**src/rtl/cal_pkg.sv**
```systemverilog
package cal_pkg;

    localparam int CAPACITY   = 64;
    localparam int WORD_WIDTH = 32;

    localparam int KIND_W   = 3;
    localparam int VALUE_W  = 32;
    localparam int INDEX_W  = 6;
    localparam int END_W    = 7;
    localparam int COUNT_W  = 7;
    localparam int STATUS_W = 2;

    localparam int ADDR_W = $clog2(CAPACITY);
    localparam int LEN_W  = $clog2(CAPACITY + 1);
    localparam int CMP_W  = (LEN_W > END_W) ? LEN_W : END_W;

    typedef enum logic [KIND_W-1:0] {
        K_APPEND = 3'd0,
        K_REMOVE = 3'd1,
        K_READ   = 3'd2,
        K_ERASE  = 3'd3,
        K_RANGE  = 3'd4,
        K_CLEAR  = 3'd5
    } t_kind;

    typedef enum logic [STATUS_W-1:0] {
        ST_OK    = 2'd0,
        ST_INDEX = 2'd1,
        ST_RANGE = 2'd2,
        ST_FULL  = 2'd3
    } t_status;

    typedef struct packed {
        logic                  wr_en;
        logic [ADDR_W-1:0]     wr_pos;
        logic [WORD_WIDTH-1:0] wr_data;
        logic                  shift_en;
        logic [ADDR_W-1:0]     shift_from;
        logic                  pass_en;
        logic [ADDR_W-1:0]     rd_pos;
    } t_cell_ctl;

endpackage

```
**src/rtl/cal_if.sv**
```systemverilog
interface cal_in_if;
    import cal_pkg::*;

    logic               valid;
    logic               ready;
    logic [KIND_W-1:0]  kind;
    logic [VALUE_W-1:0] value;
    logic [INDEX_W-1:0] index;
    logic [END_W-1:0]   end_index;

    modport source (output valid, kind, value, index, end_index, input ready);
    modport sink (input valid, kind, value, index, end_index, output ready);
endinterface

interface cal_out_if;
    import cal_pkg::*;

    logic                valid;
    logic                ready;
    logic [VALUE_W-1:0]  read_value;
    logic [COUNT_W-1:0]  item_count;
    logic                is_empty;
    logic [STATUS_W-1:0] status;

    modport source (output valid, read_value, item_count, is_empty, status, input ready);
    modport sink (input valid, read_value, item_count, is_empty, status, output ready);
endinterface

```
**src/rtl/cal_cell.sv**
```systemverilog
module cal_cell (
    input  logic                           i_clk,
    input  logic [cal_pkg::ADDR_W-1:0]     i_pos,
    input  cal_pkg::t_cell_ctl             i_ctl,
    input  logic [cal_pkg::WORD_WIDTH-1:0] i_next_word,
    input  logic [cal_pkg::WORD_WIDTH-1:0] i_next_pass,
    output logic [cal_pkg::WORD_WIDTH-1:0] o_word,
    output logic [cal_pkg::WORD_WIDTH-1:0] o_pass
);
    import cal_pkg::*;

    logic [WORD_WIDTH-1:0] r_word;
    logic [WORD_WIDTH-1:0] r_pass;

    always_ff @(posedge i_clk) begin
        if (i_ctl.wr_en && (i_ctl.wr_pos == i_pos)) begin
            r_word <= i_ctl.wr_data;
        end else if (i_ctl.shift_en && (i_pos >= i_ctl.shift_from)) begin
            r_word <= i_next_word;
        end
        if (i_ctl.pass_en) begin
            r_pass <= (i_pos == i_ctl.rd_pos) ? r_word : i_next_pass;
        end
    end

    assign o_word = r_word;
    assign o_pass = r_pass;

endmodule

```
**src/rtl/cal_ctrl.sv**
```systemverilog
module cal_ctrl (
    input  logic                           i_clk,
    input  logic                           i_rst_n,
    cal_in_if.sink                         i_in,
    cal_out_if.source                      o_out,
    input  logic [cal_pkg::WORD_WIDTH-1:0] i_pass0,
    output cal_pkg::t_cell_ctl             o_ctl
);
    import cal_pkg::*;

    typedef enum logic [3:0] {
        S_IDLE  = 4'b0001,
        S_SHIFT = 4'b0010,
        S_READ  = 4'b0100,
        S_DONE  = 4'b1000
    } t_state;

    t_state              r_state, n_state;
    logic [LEN_W-1:0]    r_len, n_len;
    logic [LEN_W-1:0]    r_cnt, n_cnt;
    logic [ADDR_W-1:0]   r_idx, n_idx;
    t_status             r_status, n_status;
    logic                r_rd_ok, n_rd_ok;
    logic                r_ovalid, n_ovalid;
    logic [VALUE_W-1:0]  r_read_value, n_read_value;
    logic [COUNT_W-1:0]  r_item_count, n_item_count;
    logic                r_is_empty, n_is_empty;
    logic [STATUS_W-1:0] r_ostatus, n_ostatus;

    logic [CMP_W-1:0] w_len;
    logic [CMP_W-1:0] w_idx;
    logic [CMP_W-1:0] w_end;

    assign w_len = CMP_W'(r_len);
    assign w_idx = CMP_W'(i_in.index);
    assign w_end = CMP_W'(i_in.end_index);

    assign i_in.ready = (r_state == S_IDLE);

    always_comb begin
        n_state      = r_state;
        n_len        = r_len;
        n_cnt        = r_cnt;
        n_idx        = r_idx;
        n_status     = r_status;
        n_rd_ok      = r_rd_ok;
        n_ovalid     = r_ovalid && !o_out.ready;
        n_read_value = r_read_value;
        n_item_count = r_item_count;
        n_is_empty   = r_is_empty;
        n_ostatus    = r_ostatus;

        o_ctl            = '0;
        o_ctl.wr_pos     = ADDR_W'(r_len);
        o_ctl.wr_data    = WORD_WIDTH'(i_in.value);
        o_ctl.shift_from = r_idx;
        o_ctl.rd_pos     = r_idx;

        unique case (r_state)
            S_IDLE: begin
                if (i_in.valid) begin
                    n_state  = S_DONE;
                    n_status = ST_OK;
                    n_rd_ok  = 1'b0;
                    n_idx    = ADDR_W'(i_in.index);
                    case (i_in.kind)
                        K_APPEND: begin
                            if (w_len >= CMP_W'(CAPACITY)) begin
                                n_status = ST_FULL;
                            end else begin
                                o_ctl.wr_en = 1'b1;
                                n_len       = r_len + LEN_W'(1);
                            end
                        end
                        K_REMOVE: begin
                            if (r_len != '0) begin
                                n_len = r_len - LEN_W'(1);
                            end
                        end
                        K_READ: begin
                            if (w_idx >= w_len) begin
                                n_status = ST_INDEX;
                            end else begin
                                n_rd_ok = 1'b1;
                                n_cnt   = LEN_W'(i_in.index);
                                n_state = S_READ;
                            end
                        end
                        K_ERASE: begin
                            if (w_idx >= w_len) begin
                                n_status = ST_INDEX;
                            end else begin
                                n_cnt   = LEN_W'(1);
                                n_state = S_SHIFT;
                            end
                        end
                        K_RANGE: begin
                            if ((w_idx >= w_end) || (w_end > w_len)) begin
                                n_status = ST_RANGE;
                            end else begin
                                n_cnt   = LEN_W'(w_end - w_idx);
                                n_state = S_SHIFT;
                            end
                        end
                        K_CLEAR: begin
                            n_len = '0;
                        end
                        default: begin
                        end
                    endcase
                end
            end
            S_SHIFT: begin
                o_ctl.shift_en = 1'b1;
                n_len          = r_len - LEN_W'(1);
                n_cnt          = r_cnt - LEN_W'(1);
                if (r_cnt == LEN_W'(1)) begin
                    n_state = S_DONE;
                end
            end
            S_READ: begin
                o_ctl.pass_en = 1'b1;
                if (r_cnt == '0) begin
                    n_state = S_DONE;
                end else begin
                    n_cnt = r_cnt - LEN_W'(1);
                end
            end
            S_DONE: begin
                if (!r_ovalid || o_out.ready) begin
                    n_ovalid     = 1'b1;
                    n_read_value = r_rd_ok ? VALUE_W'(i_pass0) : '0;
                    n_item_count = COUNT_W'(r_len);
                    n_is_empty   = (r_len == '0);
                    n_ostatus    = r_status;
                    n_state      = S_IDLE;
                end
            end
            default: begin
                n_state = S_IDLE;
            end
        endcase
    end

    always_ff @(posedge i_clk) begin
        if (!i_rst_n) begin
            r_state  <= S_IDLE;
            r_len    <= '0;
            r_ovalid <= 1'b0;
        end else begin
            r_state  <= n_state;
            r_len    <= n_len;
            r_ovalid <= n_ovalid;
        end
        r_cnt        <= n_cnt;
        r_idx        <= n_idx;
        r_status     <= n_status;
        r_rd_ok      <= n_rd_ok;
        r_read_value <= n_read_value;
        r_item_count <= n_item_count;
        r_is_empty   <= n_is_empty;
        r_ostatus    <= n_ostatus;
    end

    assign o_out.valid      = r_ovalid;
    assign o_out.read_value = r_read_value;
    assign o_out.item_count = r_item_count;
    assign o_out.is_empty   = r_is_empty;
    assign o_out.status     = r_ostatus;

endmodule

```
**src/rtl/compacting_array_list.sv**
```systemverilog
// A packed list of up to CAPACITY words held in a row of cells, one word per cell. Each
// input transaction is one operation and yields exactly one output transaction with the
// word read, the length, an empty flag and a status. Append, remove last, clear and any
// rejected operation go straight to the done state, where the result is loaded into the
// output register once any earlier result has been taken; the next input transaction can
// be accepted after that. A read first walks the word one cell per cycle toward the head
// of the row. An erase of n entries first moves every later word down by n cells, one
// cell per cycle. One operation is in work at a time; the next is accepted as soon as the
// previous result is loaded into the output register, even if that result has not yet
// been taken.
module compacting_array_list (
    input  logic      i_clk,
    input  logic      i_rst_n,
    cal_in_if.sink    i_in,
    cal_out_if.source o_out
);
    import cal_pkg::*;

    t_cell_ctl             w_ctl;
    logic [WORD_WIDTH-1:0] w_word [CAPACITY];
    logic [WORD_WIDTH-1:0] w_pass [CAPACITY];

    cal_ctrl u_ctrl (
        .i_clk   (i_clk),
        .i_rst_n (i_rst_n),
        .i_in    (i_in),
        .o_out   (o_out),
        .i_pass0 (w_pass[0]),
        .o_ctl   (w_ctl)
    );

    for (genvar g = 0; g < CAPACITY; g++) begin : g_cell
        logic [WORD_WIDTH-1:0] w_next_word;
        logic [WORD_WIDTH-1:0] w_next_pass;

        if (g < CAPACITY - 1) begin : g_mid
            assign w_next_word = w_word[g+1];
            assign w_next_pass = w_pass[g+1];
        end else begin : g_last
            assign w_next_word = '0;
            assign w_next_pass = '0;
        end

        cal_cell u_cell (
            .i_clk       (i_clk),
            .i_pos       (ADDR_W'(g)),
            .i_ctl       (w_ctl),
            .i_next_word (w_next_word),
            .i_next_pass (w_next_pass),
            .o_word      (w_word[g]),
            .o_pass      (w_pass[g])
        );
    end

endmodule
```
**src/flat_wrapper.sv**
```systemverilog
// flat-port wrapper written by rule: the top's interface ports become plain ports
module compacting_array_list_flat import cal_pkg::*;
  (i_clk, i_rst_n, i_in_valid, i_in_kind, i_in_value, i_in_index, i_in_end_index, i_in_ready, o_out_valid, o_out_read_value, o_out_item_count, o_out_is_empty, o_out_status, o_out_ready);
  cal_in_if i_in_i ();
  cal_out_if o_out_i ();
  input  logic i_clk;
  input  logic i_rst_n;
  input wire logic [$bits(i_in_i.valid)-1:0] i_in_valid;
  input wire logic [$bits(i_in_i.kind)-1:0] i_in_kind;
  input wire logic [$bits(i_in_i.value)-1:0] i_in_value;
  input wire logic [$bits(i_in_i.index)-1:0] i_in_index;
  input wire logic [$bits(i_in_i.end_index)-1:0] i_in_end_index;
  output wire logic [$bits(i_in_i.ready)-1:0] i_in_ready;
  output wire logic [$bits(o_out_i.valid)-1:0] o_out_valid;
  output wire logic [$bits(o_out_i.read_value)-1:0] o_out_read_value;
  output wire logic [$bits(o_out_i.item_count)-1:0] o_out_item_count;
  output wire logic [$bits(o_out_i.is_empty)-1:0] o_out_is_empty;
  output wire logic [$bits(o_out_i.status)-1:0] o_out_status;
  input wire logic [$bits(o_out_i.ready)-1:0] o_out_ready;
  assign i_in_i.valid = i_in_valid;
  assign i_in_i.kind = i_in_kind;
  assign i_in_i.value = i_in_value;
  assign i_in_i.index = i_in_index;
  assign i_in_i.end_index = i_in_end_index;
  assign i_in_ready = i_in_i.ready;
  assign o_out_valid = o_out_i.valid;
  assign o_out_read_value = o_out_i.read_value;
  assign o_out_item_count = o_out_i.item_count;
  assign o_out_is_empty = o_out_i.is_empty;
  assign o_out_status = o_out_i.status;
  assign o_out_i.ready = o_out_ready;
  compacting_array_list u_core (.i_clk(i_clk), .i_rst_n(i_rst_n), .i_in(i_in_i), .o_out(o_out_i));
endmodule
```
**config.mk**
```make
export PLATFORM = sky130hd
export DESIGN_NAME = compacting_array_list_flat
export DESIGN_NICKNAME = d
export VERILOG_FILES = /design/src/rtl/cal_pkg.sv /design/src/rtl/cal_if.sv /design/src/rtl/cal_cell.sv /design/src/rtl/cal_ctrl.sv /design/src/rtl/compacting_array_list.sv /design/src/flat_wrapper.sv
export SDC_FILE = /design/constraint.sdc
export NUM_CORES = 2
export LEC_CHECK = 0
export BUFFER_PORTS_ARGS = -buffer_cell sky130_fd_sc_hd__buf_4
export CAP_MARGIN = 5
export CORE_ASPECT_RATIO = 1.2
export CORE_UTILIZATION = 55
export CTS_CLUSTER_DIAMETER = 120
export CTS_CLUSTER_SIZE = 30
export DETAILED_ROUTE_END_ITERATION = 6
export PLACE_DENSITY = 0.74
export SYNTH_ARGS = -nofsm -noshare
export SYNTH_HDL_FRONTEND = slang
export SYNTH_SLANG_ARGS = --single-unit
```
**constraint.sdc**
```tcl
create_clock -name i_clk -period 289.9 [get_ports i_clk]
set_clock_uncertainty 0.2 [all_clocks]
set_input_delay 72.475 -clock i_clk [delete_from_list [all_inputs] [get_ports i_clk]]
set_output_delay 72.475 -clock i_clk [all_outputs]
set_load 0.05 [all_outputs]
```
# ---- Word-level counts from Yosys, hierarchy flattened
# Index checks and enable logic that the tools add are counted.
dict set report word_totals {
  in_bits 52
  out_inout_bits 44
  reg_bits 4166
}
dict set report op_classes {
  add_sub_neg 4
  magnitude_cmp 68
  n_reduce_logical 211
  n_mux 225
  eq_ne 148
}
# cell count
set op_table {}
lappend op_table {{$mux W32} 191}
lappend op_table {{$eq A6 B6 Y1 const A} 32}
lappend op_table {{$eq A6 B6 Y1 const B} 32}
lappend op_table {{$ge A6 B6 Y1 const A} 32}
lappend op_table {{$reduce_bool A2 Y1} 65}
lappend op_table {{$logic_and A1 B1 Y1} 129}
lappend op_table {{$eq A5 B6 Y1 const A} 16}
lappend op_table {{$eq A6 B5 Y1 const B} 16}
lappend op_table {{$ge A5 B6 Y1 const A} 16}
lappend op_table {{$pmux W7 S3} 3}
lappend op_table {{$mux W7} 8}
lappend op_table {{$eq A4 B6 Y1 const A} 8}
lappend op_table {{$eq A6 B4 Y1 const B} 8}
lappend op_table {{$ge A4 B6 Y1 const A} 8}
lappend op_table {{$mux W4} 7}
lappend op_table {{$eq A3 B6 Y1 const A} 4}
lappend op_table {{$eq A6 B3 Y1 const B} 4}
lappend op_table {{$ge A3 B6 Y1 const A} 4}
lappend op_table {{$pmux W4 S4} 1}
lappend op_table {{$ne A3 B3 Y1 const B} 5}
lappend op_table {{$ge A6 B7 Y1} 2}
lappend op_table {{$logic_not A7 Y1} 2}
lappend op_table {{$pmux W7 S2} 1}
lappend op_table {{$sub A7 B1 Y7 const B} 2}
lappend op_table {{35 further kinds} 60}

# ---- Longest topological paths before layout
dict set report depth {
  word_depth 7
  ltp_mapped 11
  mapped_depth_nobuf 10
}

# ---- Modules after synthesis
# From an unflattened synthesis, not the netlist that was laid out.
dict set report unflattened {
  hier_cells 11261
  hier_area_um2 195932.9
}
# module area_per_inst_um2 cells_per_inst n_inst
set by_module_without_submodules {}
lappend by_module_without_submodules {cal_cell 2996.6 170 64}
lappend by_module_without_submodules {cal_ctrl 4141.5 379 1}
lappend by_module_without_submodules {compacting_array_list 7.5 2 1}

# ---- Least setup slack after synthesis
# No wires, ideal clock.
dict set report synth_timing {
  path_kind {register -> register}
  from {register u_core.u_ctrl.r_state[2]}
  to {register u_core.u_ctrl.r_state[0]}
  arrival_ps 219171
  required_ps 289578
  stages_incl_launch_ff 5
  n_path_buf 0
  path_slack_ps 70407
  cell_sequence {dfxtp_1 -> nor4b_1 -> nor2b_1 -> nor4_1 -> a311o_1}
}
dict set report synth_via {
  elab_chain_cells 3
}
# element line_no
set synth_lines {}
lappend synth_lines {{start, declared} cal_ctrl.sv:18} ;# t_state r_state, n_state;
lappend synth_lines {{start signal, assigned} cal_ctrl.sv:151} ;# r_state <= n_state;
lappend synth_lines {{$eq A4 B4 Y1, or another cell as far along} cal_ctrl.sv:59} ;# unique case (r_state)
lappend synth_lines {{$ne A2 B2 Y1 (no source line)} -}
lappend synth_lines {{$reduce_and A4 Y1 (no source line)} -}
# Parallel ways exist; a longest one is shown, timed or not.
# A chain may end at the register's enable or synchronous reset.

# ---- Worst setup path after layout
dict set report layout_timing {
  from {input i_in_kind[0]}
  to {register u_core.g_cell[20].u_cell.r_word[8], enable pin}
}
dict set report layout_via {
  elab_chain_cells 6
}
# element line_no
set layout_lines {}
lappend layout_lines {{start, declared} flat_wrapper.sv:9} ;# input wire logic [$bits(i_in_i.kind)-1:0] i_in_kind;
lappend layout_lines {{$logic_not A3 Y1} cal_ctrl.sv:66} ;# case (i_in.kind)
lappend layout_lines {{$mux W1} cal_ctrl.sv:66}
lappend layout_lines {{$mux W1} cal_ctrl.sv:61} ;# if (i_in.valid) begin
lappend layout_lines {{$mux W1} cal_ctrl.sv:59}
lappend layout_lines {{$logic_and A1 B1 Y1} cal_cell.sv:16} ;# if (i_ctl.wr_en && (i_ctl.wr_pos == i_pos)) begin
lappend layout_lines {{$reduce_bool A2 Y1 (no source line)} -}
lappend layout_lines {{end signal, assigned} cal_cell.sv:17} ;# r_word <= i_ctl.wr_data;
lappend layout_lines {{end signal, assigned} cal_cell.sv:19} ;# r_word <= i_next_word;
lappend layout_lines {{end, declared} cal_cell.sv:12} ;# logic [WORD_WIDTH-1:0] r_word;
# Every way passes these cells.

==> flow_summary.yaml <==
final_layout:
  final_cell_area_um2: 187000
  drive_gt1_share_pct: 47.3
  nNetsFinal: 9403
  fin_util_pct: 58.3
  final_cells: 13600
  synthToLayoutAreaGrowth_pct: 5.48
yosys:
  ys_warn_count: 0
  synth_edf_count: 4154
  synth_ff_type: "edfxtp_1"
  synthCells: 9523
  yosysSeqAreaShare_pct: 70.4
  syn_nets: 9602
  synth-seq-cells: 4166
  synth_area_um2: 177000
  syn_avg_cell_area_um2: 18.6
  ys_types: 68
  synthArstFlopShare_pct: 0
routing:
  drt_iter0_markers: 7852
  drc: 0
  final_antenna_net_count: 0
  routed_wl_mm: 407
  via_per_inst: 6.25
  drtPass1Iterations: 6
  vias: 85000
  wl_per_cell_um: 29.9
timing:
  final_hold_viol_count: 0
  whs_ns: 0.305
  slew_violations: 0
  slew_headroom_pct: 10.7
  fin_crit_sh_pct: 26.1
  finalSetupViolCount: 0
  finalCriticalPeriod_ns: 75.65
  tns_ns: 0
  fmax_mhz: 13.2
  rsz0062_at_grt: "false"
  setup_slack_ns: 214.25
  worstMarginPinSlew_ns: 1.34
cts:
  clk_pin_slew_ns: 0.11
  clockBufferDepth: 4
  cts_tree: "yes"
  htree_levels: 4
  clkLatencyLatePin_ns: 0.92
  post-cts-setup-buffers: 0
  cts_sinks: 4166
  cts_resized: 0
  cts_buffers: 166
  cts-root-buf: "clkbuf_16"
  postCtsHoldBufs: 0
floorplanning:
  die_y_um: 624
  die_area_um2: 325000
  fp.dieW_um: 521
  ios: 96
  coreArea_um2: 321000
  rows: 228
  initial_core_util_pct: 55.2
setup_path:
  path_class: "input port to flop"
  crit_fanout: 33
  start_kind: "input port"
  critical_path_arrival_ns: 76.01
  required_ns: 290.26
  crit_path_end_kind: "flop"
  rrSetupSlack_ns: 282.25
outcome:
  outcome: "complete, no violations"
global_routing:
  grt_pass1_wl_mm: 598
  antenna_found_initial: 22
  grt_remaining_overflow: 0
  grt_usage_pct: 24.7
  grt_max_degree: 196
  grt_pass1_vias: 90100
power:
  power_density_nw_per_um2: 5.15
  p_leak_nw: 58.4
  ir_drop_v: 0.00000520
  power_mw: 0.965
run:
  cap_violations: 0
placement:
  place_area_um2: 183000
  placed_cells: 13400
  finalWeightedCongestion: 0.881
  place_hpwl_mm: 253
  dp_slack_ns: 213.24
  port_buffers: 95
min_path:
  hp-class: "flop to flop"
path summary, 6_finish.rpt:
check                                       from                             endpoint  cells past startpoint
max                                 i_in_kind[0]   u_core.g_cell[20].u_cell.o_word[8]                      8
min          u_core.g_cell[57].u_cell.o_pass[22]  u_core.g_cell[56].u_cell.o_pass[22]                      1
max reg2reg             u_core.u_ctrl.r_state[2]   u_core.g_cell[27].u_cell.o_pass[0]                      8
min reg2reg  u_core.g_cell[57].u_cell.o_pass[22]  u_core.g_cell[56].u_cell.o_pass[22]                      1
final cells by class:
cell class | count | area [µm²]
fill | 23200 | 134000
inverter | 28 | 105
clock buffer | 181 | 4250
antenna | 4 | 10.0
tap | 4255 | 5320
timing repair buffer | 304 | 2360
multi-input combinational | 4658 | 50000
clock inverter | 8 | 128
sequential | 4166 | 125000
critical path, stage by stage:
cell     delay (ns)
buf_4          0.16
nor2_2         0.34
nand4_4        0.26
or3_2          0.59
buf_4          0.36
nor2_4         0.86
a21o_1         0.47
buf_4          0.42
cells in the mapped netlist (7+ instances only):
master       n  area (µm²)
a21oi_1     46         230
o31ai_1      8        60.1
buf_1      153         574
buf_4       68         510
o22ai_1     24         150
mux2_2    3795       42700
nor2_1      56         210
and3_1      71         444
mux2_1     237        2670
a21o_1      22         165
buf_2       91         455
ha_1        26         325
nor2_2      22         138
o21ai_0     49         245
dfxtp_1     12         240
inv_1       27         101
nand2_1     93         349
edfxtp_1  4154      125000
clkbuf_1   338        1270
buf_6       21         236
nor3_1      19        95.1
nand3b_1     7        52.6
nor2_4      19         214
and2_1      40         250
nand3_1     33         165
where the power goes:
group / total [mW] / switching (mW) / internal (mW)
clock: 0.282 / 0.175 / 0.107
sequential: 0.655 / 0.000980 / 0.654
combinational: 0.0277 / 0.0204 / 0.00727
total: 0.965 / 0.197 / 0.768
layer usage:
metal	global-route usage [%]	part of all wire [%]	vias up
li1	-	-	36500
met1	29.7	37	45100
met2	45.2	53	2583
met3	2.84	5.0	772
met4	9.90	4.5	8
met5	0	0.013	-
logic make-up (layout without fill, tap and decap cells):
| kind of cell | after synthesis | in the layout | share of synthesized area (%) |
|---|---|---|---|
| flops | 4166 | 4166 | 70.4 |
| mux | 4032 | 4032 | 25.6 |
| buf+inv | 699 | 521 | 1.78 |
| simple gates | 407 | 407 | 1.32 |
| compound gates | 182 | 182 | 0.646 |
| fa+ha+maj | 27 | 27 | 0.195 |
| xor+xnor | 10 | 10 | 0.0494 |
| other cells | 0 | 4 | 0 |
state kept, by name, indices dropped and copies added (netlist names), 2 cells and up:
signal,cells
u_core.g_cell.u_cell.o_pass,2048
u_core.g_cell.u_cell.o_word,2048
u_core.u_ctrl.o_out.item_count,7
u_core.u_ctrl.o_out.read_value,32
u_core.u_ctrl.o_out.status,2
u_core.u_ctrl.r_cnt,7
u_core.u_ctrl.r_idx,6
u_core.u_ctrl.r_len,7
u_core.u_ctrl.r_state,4
u_core.u_ctrl.r_status,2
cells in the final DEF, fill, tap and decap left out, types with 26 or more instances in the layout:
cell and n:
nor2_1 32, edfxtp_1 4154, nor2_4 46, mux2_2 3795
buf_4 299, and3_1 70, ha_1 26, and2_1 37
nand2_1 91, a21oi_1 46, clkbuf_16 168, o21ai_0 37
inv_1 27, mux2_1 237
Power figures use the tool's default switching activity.
